**src/status_led_blink_sequencer_defines.svh**
```systemverilog
// Assertion macros for the status LED blink sequencer.
// Used by status_led_blink_sequencer; expects clk_i and rst_ni in scope.
`ifndef STATUS_LED_BLINK_SEQUENCER_DEFINES_SVH
`define STATUS_LED_BLINK_SEQUENCER_DEFINES_SVH
`ifndef SYNTHESIS
// Same-cycle implication, disabled in reset.
`define SLBS_ASSERT_IMP(name, ante, cons) \
  name: assert property (@(posedge clk_i) disable iff (!rst_ni) (ante) |-> (cons)) \
    else $error("slbs assertion failed");
// Next-cycle implication, disabled in reset.
`define SLBS_ASSERT_NXT(name, ante, cons) \
  name: assert property (@(posedge clk_i) disable iff (!rst_ni) (ante) |=> (cons)) \
    else $error("slbs assertion failed");
`else
`define SLBS_ASSERT_IMP(name, ante, cons)
`define SLBS_ASSERT_NXT(name, ante, cons)
`endif
`endif

```
**src/slbs_pkg.sv**
```systemverilog
// Shared types and constants for the status LED blink sequencer.
// No dependencies.
package slbs_pkg;

  localparam int unsigned TimerW   = 16;
  localparam int unsigned CountW   = 8;
  localparam int unsigned PatternW = 8;
  localparam int unsigned IndexW   = 3;
  localparam int unsigned StateW   = 3;
  localparam int unsigned CfgIdxW  = 2;

  localparam logic [TimerW-1:0]   IntervalRst  = 16'd500;
  localparam logic [PatternW-1:0] PatConfigRst = 8'd85;
  localparam logic [PatternW-1:0] PatWifiRst   = 8'd15;
  localparam logic [PatternW-1:0] PatMqttRst   = 8'd51;

  typedef enum logic [StateW-1:0] {
    ST_NORMAL = 3'd0,
    ST_CONFIG = 3'd1,
    ST_ERROR  = 3'd2,
    ST_WIFI   = 3'd3,
    ST_MQTT   = 3'd4
  } app_state_e;

  typedef enum logic {
    CMD_TICK  = 1'b0,
    CMD_BLINK = 1'b1
  } cmd_e;

  typedef enum logic [CfgIdxW-1:0] {
    REG_INTERVAL    = 2'd0,
    REG_PAT_CONFIG  = 2'd1,
    REG_PAT_WIFI    = 2'd2,
    REG_PAT_MQTT    = 2'd3
  } cfg_reg_e;

endpackage

```
**src/status_led_blink_sequencer.sv**
```systemverilog
// Status LED blink sequencer: info blink counter and state pattern player.
// Depends on slbs_pkg and status_led_blink_sequencer_defines.svh.
//
//   port group | dir | tdata / tuser contents (lowest bit first)
//   s_axis     | in  | tdata: blink_count[7:0], app_state[10:8], zero pad; tuser: cmd
//   m_axis     | out | tdata: info_led[0], state_led[1], zero pad
//   cfg        | in  | write enable, register index, 16-bit data, no read-back
//
// One item per cycle while the output is not stalled: an item is held in the
// input register, then the counter and pattern logic updates state and loads
// the result register. Result valid is set when the item moves from the input
// register into the result register.
// Reset is asynchronous, active low; all but the payload registers reset at once.
// An output stall holds the result and, once the input register is full,
// drops s_axis_tready.
`include "status_led_blink_sequencer_defines.svh"

module status_led_blink_sequencer
  import slbs_pkg::*;
(
  input  logic                clk_i,
  input  logic                rst_ni,
  input  logic                s_axis_tvalid,
  output logic                s_axis_tready,
  input  logic [15:0]         s_axis_tdata,  // blink_count, app_state, pad
  input  logic                s_axis_tuser,  // cmd
  output logic                m_axis_tvalid,
  input  logic                m_axis_tready,
  output logic [7:0]          m_axis_tdata,  // info_led, state_led, pad
  input  logic                cfg_we_i,
  input  logic [CfgIdxW-1:0]  cfg_idx_i,
  input  logic [TimerW-1:0]   cfg_data_i
);

  // configuration
  logic [TimerW-1:0]   interval_q;
  logic [PatternW-1:0] pat_config_q, pat_wifi_q, pat_mqtt_q;

  // input register
  logic              in_valid_q;
  logic              cmd_q;
  logic [CountW-1:0] count_q;
  logic [StateW-1:0] app_state_q;

  // sequencer state
  logic              info_on_q, info_on_d;
  logic [CountW-1:0] blinks_q, blinks_d;
  logic [TimerW-1:0] info_timer_q, info_timer_d;
  logic [TimerW-1:0] state_timer_q, state_timer_d;
  logic [StateW-1:0] seen_q, seen_d;
  logic [IndexW-1:0] index_q, index_d;
  logic              level_q, level_d;

  // result register
  logic       out_valid_q;
  logic [1:0] out_data_q;

  logic              advance;
  logic [CountW-1:0] blinks_dec;
  logic [PatternW-1:0] pat;
  logic              pat_known;

  assign advance       = in_valid_q && (!out_valid_q || m_axis_tready);
  assign s_axis_tready = !in_valid_q || advance;
  assign m_axis_tvalid = out_valid_q;
  assign m_axis_tdata  = {6'd0, out_data_q};
  assign blinks_dec    = blinks_q - CountW'(1);

  always_comb begin
    pat       = pat_config_q;
    pat_known = 1'b1;
    unique case (seen_q)
      ST_CONFIG, ST_ERROR: pat = pat_config_q;
      ST_WIFI:             pat = pat_wifi_q;
      ST_MQTT:             pat = pat_mqtt_q;
      default:             pat_known = 1'b0;
    endcase
  end

  always_comb begin
    info_on_d     = info_on_q;
    blinks_d      = blinks_q;
    info_timer_d  = info_timer_q;
    state_timer_d = state_timer_q;
    seen_d        = seen_q;
    index_d       = index_q;
    level_d       = level_q;
    if (cmd_q == CMD_BLINK) begin
      info_on_d    = 1'b1;
      blinks_d     = count_q;
      info_timer_d = interval_q;
    end else begin
      if (blinks_q != '0) begin
        if (info_timer_q[TimerW-1:1] == '0) begin
          info_timer_d = '0;
          if (info_on_q) begin
            info_on_d    = 1'b0;
            info_timer_d = interval_q;
          end else begin
            blinks_d = blinks_dec;
            if (blinks_dec != '0) begin
              info_on_d    = 1'b1;
              info_timer_d = interval_q;
            end
          end
        end else begin
          info_timer_d = info_timer_q - TimerW'(1);
        end
      end
      if (app_state_q != seen_q) begin
        state_timer_d = interval_q;
        level_d       = 1'b0;
        index_d       = '0;
        seen_d        = app_state_q;
      end else if (seen_q != ST_NORMAL) begin
        if (state_timer_q[TimerW-1:1] == '0) begin
          state_timer_d = interval_q;
          if (pat_known) begin
            level_d = pat[index_q];
            index_d = index_q + IndexW'(1);
          end
        end else begin
          state_timer_d = state_timer_q - TimerW'(1);
        end
      end
    end
  end

  always_ff @(posedge clk_i or negedge rst_ni) begin
    if (!rst_ni) begin
      interval_q    <= IntervalRst;
      pat_config_q  <= PatConfigRst;
      pat_wifi_q    <= PatWifiRst;
      pat_mqtt_q    <= PatMqttRst;
      in_valid_q    <= 1'b0;
      out_valid_q   <= 1'b0;
      info_on_q     <= 1'b0;
      blinks_q      <= '0;
      info_timer_q  <= '0;
      state_timer_q <= '0;
      seen_q        <= ST_NORMAL;
      index_q       <= '0;
      level_q       <= 1'b0;
    end else begin
      if (cfg_we_i) begin
        unique case (cfg_idx_i)
          REG_INTERVAL:   interval_q   <= cfg_data_i;
          REG_PAT_CONFIG: pat_config_q <= cfg_data_i[PatternW-1:0];
          REG_PAT_WIFI:   pat_wifi_q   <= cfg_data_i[PatternW-1:0];
          REG_PAT_MQTT:   pat_mqtt_q   <= cfg_data_i[PatternW-1:0];
          default: ;
        endcase
      end
      if (s_axis_tready) begin
        in_valid_q <= s_axis_tvalid;
      end
      if (advance) begin
        out_valid_q   <= 1'b1;
        info_on_q     <= info_on_d;
        blinks_q      <= blinks_d;
        info_timer_q  <= info_timer_d;
        state_timer_q <= state_timer_d;
        seen_q        <= seen_d;
        index_q       <= index_d;
        level_q       <= level_d;
      end else if (m_axis_tready) begin
        out_valid_q <= 1'b0;
      end
    end
  end

  // payload registers
  always_ff @(posedge clk_i) begin
    if (s_axis_tready && s_axis_tvalid) begin
      cmd_q       <= s_axis_tuser;
      count_q     <= s_axis_tdata[CountW-1:0];
      app_state_q <= s_axis_tdata[CountW+StateW-1:CountW];
    end
    if (advance) begin
      out_data_q <= {level_d, info_on_d};
    end
  end

  `SLBS_ASSERT_IMP(a_normal_dark, seen_q == ST_NORMAL, !level_q)
  `SLBS_ASSERT_NXT(a_result_loaded, advance, out_valid_q)
  `SLBS_ASSERT_NXT(a_input_held, in_valid_q && !advance, in_valid_q && $stable(cmd_q))
  `SLBS_ASSERT_IMP(a_full_stalls_input, in_valid_q && out_valid_q && !m_axis_tready, !s_axis_tready)

endmodule

```
**config.mk**
```make
export PLATFORM = sky130hd
export DESIGN_NAME = status_led_blink_sequencer
export DESIGN_NICKNAME = d
export VERILOG_FILES = /design/src/slbs_pkg.sv /design/src/status_led_blink_sequencer.sv
export VERILOG_INCLUDE_DIRS = /design/src /design/src/src
export SDC_FILE = /design/constraint.sdc
export NUM_CORES = 1
export LEC_CHECK = 0
export ABC_AREA = 1
export ABC_CLOCK_PERIOD_IN_PS = 4800
export BUFFER_PORTS_ARGS = -buffer_cell sky130_fd_sc_hd__buf_2
export CELL_PAD_IN_SITES_DETAIL_PLACEMENT = 0
export CELL_PAD_IN_SITES_GLOBAL_PLACEMENT = 1
export CORE_ASPECT_RATIO = 1.1
export CORE_MARGIN = 3
export CORE_UTILIZATION = 30
export CTS_CLUSTER_SIZE = 24
export DETAILED_ROUTE_END_ITERATION = 8
export GPL_ROUTABILITY_DRIVEN = 0
export GPL_TIMING_DRIVEN = 0
export PLACE_DENSITY = 0.63
export SYNTH_ARGS = -nofsm -noshare
export SYNTH_HDL_FRONTEND = slang
export SYNTH_SLANG_ARGS = --single-unit
```
**constraint.sdc**
```tcl
create_clock -name clk_i -period 4.8 [get_ports clk_i]
set_input_delay 0.48 -clock clk_i [delete_from_list [all_inputs] [get_ports clk_i]]
set_output_delay 0.48 -clock clk_i [all_outputs]
set_load 0.02 [all_outputs]
```
Word level (Yosys, flattened, before mapping) --
Cells that the tools add are included.
Operators by class: multiplexer cells 32, add/subtract/negate cells 4, order comparisons 1, eq/ne operators 9, bitwise gates (word level) 1, reduce and logical (&&, ||, !) cells 28
Operator list (number):
- 16-bit two-way mux | 8
- 8-bit two-way mux | 4
- 16-bit by 1-bit subtractor with 16-bit output, second input constant | 2
- 15-bit zero test | 2
- 8-bit one-hot mux with 2 select lines | 1
- 8-bit nonzero test | 2
- 1-bit two-way mux | 14
- 3-bit two-way mux | 4
- 2-bit nonzero test | 6
- 2-bit AND reduction | 5
- 8-bit by 1-bit subtractor with 8-bit output, second input constant | 1
- 3-bit by 2-bit == test with 1-bit output, second input constant | 2
- 3-bit AND reduction | 2
- 5-bit AND reduction | 1
- 2-bit == test, second input constant | 2
- 3-bit by 4-bit < comparator with 1-bit output, second input constant | 1
- 4-bit AND reduction | 1
- 4-bit OR reduction | 1
- 3-bit by 1-bit adder with 3-bit output, second input constant | 1
- 1-bit binary-select mux with 3-bit select | 1
- 3-bit by 1-bit == test with 1-bit output, second input constant | 1
- 3-bit == test, second input constant | 1
- 3-bit inequality test | 1
- 3-bit nonzero test | 1
- 7 further kinds | 10
Word-level totals: register bits 104, output and inout port bits 10, word-level logic and storage cells 92

Depth between registers and ports, before layout --
Gate-level depths: netlist of the first run.
word-level depth 9, mapped depth 14, depth with buffers taken out 13

Worst setup path after synthesis of the first run --
No wires, ideal clock.
path type register -> register, from register blinks_q[0], to register info_timer_q[11], library setup time 0.124 ns, period minus slack after synthesis 1.787 ns, data arrival time 1.663 ns, setup slack 3.013 ns, cell stages (with the launch flop) 12, buffers on the path 1, cells stage by stage dfrtp_1 inv_1 ha_1 xnor2_1 inv_1 nor3_4 nand4_4 buf_6 nand3_1 nand2_1 o211ai_1 nand2_1
Between the ends: cells in the longest elaborated chain, start to end 7, elaborated cells on any way between the ends 10, classes of those cells add/sub: 1; mux: 5; reduce/logical: 4
Ends and longest elaborated chain:
- start, declared | line status_led_blink_sequencer.sv:47 | logic [CountW-1:0] blinks_q, blinks_d;
- start signal, assigned | line status_led_blink_sequencer.sv:160 | blinks_q <= blinks_d;
- 8-bit by 1-bit subtractor with 8-bit output | line status_led_blink_sequencer.sv:67 | assign blinks_dec = blinks_q - CountW'(1);
- 8-bit nonzero test | line status_led_blink_sequencer.sv:101 | if (blinks_dec != '0) begin
- 16-bit two-way mux | line status_led_blink_sequencer.sv:101
- 16-bit two-way mux | line status_led_blink_sequencer.sv:96 | if (info_on_q) begin
- 16-bit two-way mux | line status_led_blink_sequencer.sv:94 | if (info_timer_q[TimerW-1:1] == '0) begin
- 16-bit two-way mux | line status_led_blink_sequencer.sv:93 | if (blinks_q != '0) begin
- 16-bit two-way mux | line status_led_blink_sequencer.sv:88 | if (cmd_q == CMD_BLINK) begin
- end signal, assigned | line status_led_blink_sequencer.sv:161 | info_timer_q <= info_timer_d;
- end, declared | line status_led_blink_sequencer.sv:48 | logic [TimerW-1:0] info_timer_q, info_timer_d;
Parallel ways exist; a longest one is shown, timed or not. The select of a mux whose other input is x is not followed. A chain may end at the register's enable or synchronous reset.

Worst setup path in the final report of the first run --
Ends and elaborated chain as after synthesis.

==> results.py, run 1 <==
metrics = {
    "route": {
        "ant_nets": 0,
        "firstDrtPassIters": 5,
        "vias_per_cell": 4.77,
        "drt_iter0_drc": 237,
        "routedWlPerCell_um": 14.7,
        "num_vias": 4926,
        "drt-total-wl_mm": 15.2,
        "drc": 0,
    },
    "finish": {
        "drive_above_1_share_pct": 14.4,
        "syn_to_final_growth_pct": 14.6,
        "final_nets": 829,
        "diodes": 0,
        "post-route-util_pct": 35.3,
    },
    "synth": {
        "ys_seq_area_share_pct": 47.2,
        "yosysTopAreaCell": "dfrtp_1",
        "synth-seq-cells": 104,
        "synth_warnings": 0,
        "synthCells": 729,
        "synth_flop_cell": "dfrtp_1",
        "ys_types": 42,
        "synthTopCellsByArea": "dfrtp_1 32%, nand2_1 12%, dfstp_2 8.3%",
        "synth_top_area_share_pct": 31.6,
        "synth_edf_count": 14,
        "async_flop_share_pct": 86.5,
        "syn_avg_cell_area_um2": 7.83,
        "syn_area_mm2": 0.00571,
    },
    "clocking": {
        "root_buffer": "clkbuf_16",
        "cts_inserted_buffers": 9,
        "tritoncts": "yes",
        "clk_path_buf_depth": 2,
        "worstSkewPairLatency_ps": 350,
        "cts_sinks": 104,
        "cts_setup_buffers": 0,
        "hold_buffers": 0,
        "htreeDepth": 3,
        "cts_resized": 0,
        "clk_pin_slew_ps": 70,
    },
    "timing": {
        "fmax_mhz": 456,
        "rsz0062_at_grt": "no",
        "tns_ps": 0,
        "maxSlewViolCount": 0,
        "setup_violations": 0,
        "period_share_pct": 45.7,
        "post-route-min-period_ps": 2190,
        "finalHoldViolations": 0,
        "skew_ps": 7.84,
        "relSlewSlack_pct": 56.4,
        "tightest_slew_ps": 654,
    },
    "floorplanning": {
        "placementRows": 52,
        "die_h_um": 151,
        "die_area_mm2": 0.0207,
        "boundaryPins": 50,
        "initial_utilization_pct": 30.8,
        "die_x_um": 138,
        "core-area_mm2": 0.0185,
    },
    "setup_path": {
        "r2r-start": "blinks_q[0]",
        "cp_slowest_cell": "dfrtp_1",
        "required_ps": 5030,
        "criticalPathCategory": "reg -> reg",
        "critical_path.max_fanout": 10,
        "crit_top_cell": "nand2_1",
        "reg2reg_slack_ps": 2610,
        "slowest_delay_ps": 390,
        "cpLargestDelayFamily": "simple AND/OR/NAND/NOR gates",
        "worst_setup_path_start_kind": "flop",
        "worst_r2r_path_depth": 10,
        "worst_r2r_endpoint": "info_timer_q[11]",
        "crit_chain": "inv_1 > ha_1 > nand4_1 > nor2_1 > nand2_1 > o21ai_4 > inv_2 > buf_6 > o211ai_1 > nand2_1",
        "critPathArrivalTime_ps": 2420,
        "cp_num_buf_inv": 3,
        "end_kind": "flop",
    },
    "global_route": {
        "track_usage_pct": 15.6,
        "antenna_found_initial": 0,
        "grt_max_degree": 49,
        "grt_overflow": 0,
        "first_global_vias": 4959,
        "grt_first_pass_wirelength_mm": 25.0,
    },
    "min_path": {
        "min_path_type": "in -> async",
    },
    "status": {
        "status": "finished, final reports clean",
    },
    "run": {
        "maxCapViolations": 0,
    },
    "place": {
        "io_buffers": 38,
        "hpwl_mm": 11.3,
    },
    "power": {
        "power_leakage_uw": 0.00302,
        "ir_worst_vdd_mv": 0.190,
        "power_density_mw_per_mm2": 497,
    },
}
state kept, by name (all words and copies together), names as in the netlist, 8 cells and up:
register and flops:
blinks_q 8, count_q 8, info_timer_q 16, interval_q 16
pat_config_q 8, pat_mqtt_q 8, pat_wifi_q 8, state_timer_q 16
cells in the final DEF (no fill, tap or decap), types with 2 or more instances in the layout:
master	instances
buf_4	8
inv_4	2
dfstp_2	18
ha_1	5
xnor2_1	5
inv_1	86
inv_2	2
a31oi_1	3
buf_6	2
o31ai_1	2
dfrtp_1	72
conb_1	6
nor3_1	8
o21ai_4	2
o211ai_1	12
o21ai_0	84
clkbuf_1	13
nand3_1	61
clkinv_1	2
o22ai_1	8
edfxtp_1	14
nor2_1	62
xor2_1	13
clkbuf_16	10
nand3_2	3
nor2_2	6
nand2_1	180
nand4_1	3
mux2_2	2
buf_2	48
o21ai_1	6
a21oi_1	27
kinds of logic after synthesis:
| kind of cell | Yosys count | synth area share, % |
|---|---|---|
| other cells | 1 | 0.0657 |
| mux | 2 | 0.395 |
| simple gates | 330 | 24.8 |
| xor+xnor | 18 | 2.76 |
| fa+ha+maj | 5 | 1.10 |
| compound gates | 147 | 14.6 |
| flops | 104 | 47.2 |
| buf+inv | 122 | 9.12 |
synth_stat cells, types with 2 or more instances:
cell,instances
nand2_1,180
inv_1,86
o21ai_0,84
dfrtp_1,72
nor2_1,62
nand3_1,61
a21oi_1,27
dfstp_2,18
edfxtp_1,14
xor2_1,13
o211ai_1,12
buf_2,11
clkbuf_1,10
nor3_1,8
o22ai_1,8
buf_4,7
nor2_2,6
o21ai_1,6
ha_1,5
xnor2_1,5
a31oi_1,3
nand3_2,3
nand4_1,3
buf_6,2
clkinv_1,2
inv_2,2
mux2_2,2
o21ai_4,2
o31ai_1,2
stage by stage:
stage | setup WS [ps] | hold WS, ps | power, uW | cells | cell area [um^2]
after detailed placement | 2600 | 469 | 2540 | 1016 | 6250
after global routing | 2400 | 178 | 3540 | 1032 | 6540
final | 2610 | 139 | 3250 | 1032 | 6540
after floorplan | 3010 | 184 | 2220 | 734 | 5730
after global placement | 2250 | 459 | 2510 | 1015 | 6220
after CTS | 2600 | 153 | 3300 | 1032 | 6540
metal layers:
metal,track usage (%),share of wire [%]
met5,0,0
met4,5.69,2.1
met3,2.67,2.9
met2,25.5,48
met1,20.6,47
where the power goes:
| group | internal, uW | switching [uW] |
|---|---|---|
| Clock | 399 | 332 |
| Sequential | 1150 | 217 |
| Combinational | 416 | 735 |
| Total | 1970 | 1280 |
cell type report:
cell class | count | area [um^2]
Fill cell | 2028 | 12000
Timing Repair Buffer | 39 | 220
Clock buffer | 14 | 275
Buffer | 30 | 168
Inverter | 92 | 353
Tap cell | 243 | 304
Multi-Input combinational cell | 508 | 2510
Sequential cell | 104 | 2700
Clock inverter | 2 | 13.8
how the worst max path moves through the flow:
stage	cells after the start	slack [ps]	start	endpoint
floorplan	11	3010	blinks_q[0]	info_timer_q[11]
detailed placement	9	2600	blinks_q[0]	info_timer_q[8]
finish	10	2610	blinks_q[0]	info_timer_q[11]
CTS	9	2600	blinks_q[0]	info_timer_q[8]
global placement	1	2250	rst_ni	info_timer_q[11]
global route	9	2400	blinks_q[0]	info_timer_q[6]
Note: power is estimated with default switching activity, not from simulation.
==> run 2, diff against run 1 <==
--- a/config.mk
+++ b/config.mk
@@ -7,7 +7,7 @@
 export NUM_CORES = 1
 export LEC_CHECK = 0
 export ABC_AREA = 1
-export ABC_CLOCK_PERIOD_IN_PS = 4800
+export ABC_CLOCK_PERIOD_IN_PS = 1900
 export BUFFER_PORTS_ARGS = -buffer_cell sky130_fd_sc_hd__buf_2
 export CELL_PAD_IN_SITES_DETAIL_PLACEMENT = 0
 export CELL_PAD_IN_SITES_GLOBAL_PLACEMENT = 1
@@ -18,7 +18,7 @@
 export DETAILED_ROUTE_END_ITERATION = 8
 export GPL_ROUTABILITY_DRIVEN = 0
 export GPL_TIMING_DRIVEN = 0
-export PLACE_DENSITY = 0.63
+export PLACE_DENSITY = 0.65
 export SYNTH_ARGS = -nofsm -noshare
 export SYNTH_HDL_FRONTEND = slang
 export SYNTH_SLANG_ARGS = --single-unit
==> constraint.sdc (replaced) <==
create_clock -name clk_i -period 1.9 [get_ports clk_i]
set_input_delay 0.19 -clock clk_i [delete_from_list [all_inputs] [get_ports clk_i]]
set_output_delay 0.19 -clock clk_i [all_outputs]
set_load 0.02 [all_outputs]
==> run 2 against run 1 <==
The flow now finishes with violations (setup timing). Sequential share of layout area down 3.8 points. Global-route usage up 0.13 points. Register-to-register slack worse by 2600 ps. Final area up 10%. Sequential cell count unchanged. Maximum frequency up 15%. Die area unchanged. Via count up 1.9%. Wire length up 4.1%. First-iteration DRC count up 14%. Non-clock buffer count up 39. Critical path type unchanged.
==> results.py, run 2 (synthesis gave the netlist of run 1 again) <==
metrics = {
    "setup_path": {
        "required_ps": 2140,
        "end_kind": "flop",
        "worst_r2r_path_depth": 10,
        "cpLargestDelayFamily": "simple AND/OR/NAND/NOR gates",
        "criticalPathCategory": "reg -> reg",
        "critPathArrivalTime_ps": 2140,
        "cp.depth": 10,
        "slowest_delay_ps": 390,
        "critical_path.max_fanout": 5,
        "cp_num_buf_inv": 3,
        "cp_slowest_cell": "dfrtp_1",
        "worst_setup_path_start_kind": "flop",
        "crit_chain": "inv_2 > ha_4 > nand4_1 > nor2_2 > nand2_2 > o21ai_4 > inv_4 > buf_8 > o211ai_1 > nand2_1",
    },
    "power": {
        "power_density_mw_per_mm2": 1250,
        "ir_worst_vdd_mv": 0.477,
        "power_leakage_uw": 0.00327,
    },
    "timing": {
        "finalHoldViolations": 0,
        "relSlewSlack_pct": 53.8,
        "tightest_slew_ps": 693,
        "tns_ps": -2.63,
        "rsz0062_at_grt": "yes",
        "fmax_mhz": 526,
        "period_share_pct": 100,
        "setup_violations": 1,
        "fin_ws_ps": -2.63,
        "maxSlewViolCount": 0,
        "post-route-min-period_ps": 1900,
        "skew_ps": 7.29,
    },
    "floorplanning": {
        "initial_utilization_pct": 30.8,
        "die_x_um": 138,
        "die_h_um": 151,
        "boundaryPins": 50,
        "die_area_mm2": 0.0207,
        "placementRows": 52,
        "core-area_mm2": 0.0185,
    },
    "clocking": {
        "htreeDepth": 3,
        "clk_path_buf_depth": 2,
        "root_buffer": "clkbuf_16",
        "clk_pin_slew_ps": 70,
        "cts_inserted_buffers": 9,
        "worstSkewPairLatency_ps": 350,
        "tritoncts": "yes",
        "cts_sinks": 104,
    },
    "route": {
        "drc": 0,
        "highest_layer": "met4",
        "drt-total-wl_mm": 15.8,
        "routedWlPerCell_um": 14.7,
        "num_vias": 5021,
        "firstDrtPassIters": 5,
        "met1_length_mm": 7.29,
        "dr_wl_met3_um": 520,
        "wl_met2_mm": 7.76,
        "ant_nets": 0,
        "vias_per_cell": 4.69,
        "drt_iter0_drc": 269,
    },
    "place": {
        "dpl_worst_slack_ps": -331,
        "hpwl_mm": 10.9,
        "io_buffers": 38,
        "placed_area_mm2": 0.00625,
        "dp.cells": 1016,
    },
    "finish": {
        "top_regs": "info_timer_q (16), interval_q (16), state_timer_q (16)",
        "drive_above_1_share_pct": 25.5,
        "final_common_cell": "nand2_1",
        "post-route-cell-area_mm2": 0.00721,
        "syn_to_final_growth_pct": 26.4,
        "fin_cells": 1071,
        "post-route-util_pct": 38.9,
        "final_nets": 868,
        "final_cell_mix": "170 x nand2_1, 76 x inv_1, 69 x o21ai_0, 69 x dfrtp_1, 53 x nor2_1",
        "diodes": 0,
    },
    "min_path": {
        "hold-path-cell-count": 1,
        "min_path_type": "in -> reg",
    },
    "global_route": {
        "grt_max_degree": 66,
        "grt_overflow": 0,
        "antenna_found_initial": 0,
        "first_global_vias": 4815,
        "grt_first_pass_wirelength_mm": 25.2,
        "track_usage_pct": 15.7,
    },
    "status": {
        "status": "finished, violations left",
        "violations": "setup timing",
    },
    "run": {
        "maxCapViolations": 0,
    },
}
## run 2: metrics by stage
step | total power (uW) | hold WS, ps
floorplan | 5600 | -106
global placement | 6390 | 368
detailed placement | 6390 | 148
CTS | 8480 | 1.06
global route | 9720 | 1.68
finish | 9010 | 17.8
## run 2: repair_timing
item | CTS | global route
pin swaps | 7 | 28
resized for setup | 23 | 83
setup buffers | 8 | 20
setup endpoints to repair | 43 | 41
hold endpoints to repair | 22 | 0
hold buffers | 9 | 0
cloned | 0 | 2
## run 2: power by group
part           leakage (uW)  switching (uW)  internal (uW)  total [uW]
combinational       0.00193            2120           1490        3600
clock              0.000140             853           1020        1870
sequential          0.00120             622           2920        3540
## run 2: routing by layer
layer	track usage [%]	vias to the layer above
li1	-	2558
met1	20.5	2381
met2	26.6	70
met3	2.74	12
met4	4.49	0
met5	0	-
## run 2: layout make-up
cell class / count / area, um^2
Buffer: 30 / 185
Clock buffer: 10 / 229
Clock inverter: 6 / 60.1
Fill cell: 2003 / 11300
Inverter: 92 / 359
Multi-Input combinational cell: 508 / 2790
Sequential cell: 104 / 2700
Tap cell: 243 / 304
Timing Repair Buffer: 78 / 586
## run 2: worst paths after layout
check | startpoint | end | slack [ps]
max | blinks_q[1] | info_timer_q[11] | -3
min | s_axis_tdata[6] | count_q[6] | 20
max reg2reg | blinks_q[1] | info_timer_q[11] | -3
min reg2reg | level_q | level_q | 480
max in group asynchronous | rst_ni | interval_q[8] | 890
min in group asynchronous | rst_ni | pat_mqtt_q[2] | 300
## run 2: worst reg2reg max path, delay by kind of cell, from the launching register on
family | cells | cell delay, ps
buffers and inverters | 3 | 350
AND/OR/NAND/NOR | 4 | 510
flip-flops | 1 | 390
AO/OA/AOI/OAI | 2 | 370
adder cells (fa/ha/maj) | 1 | 190
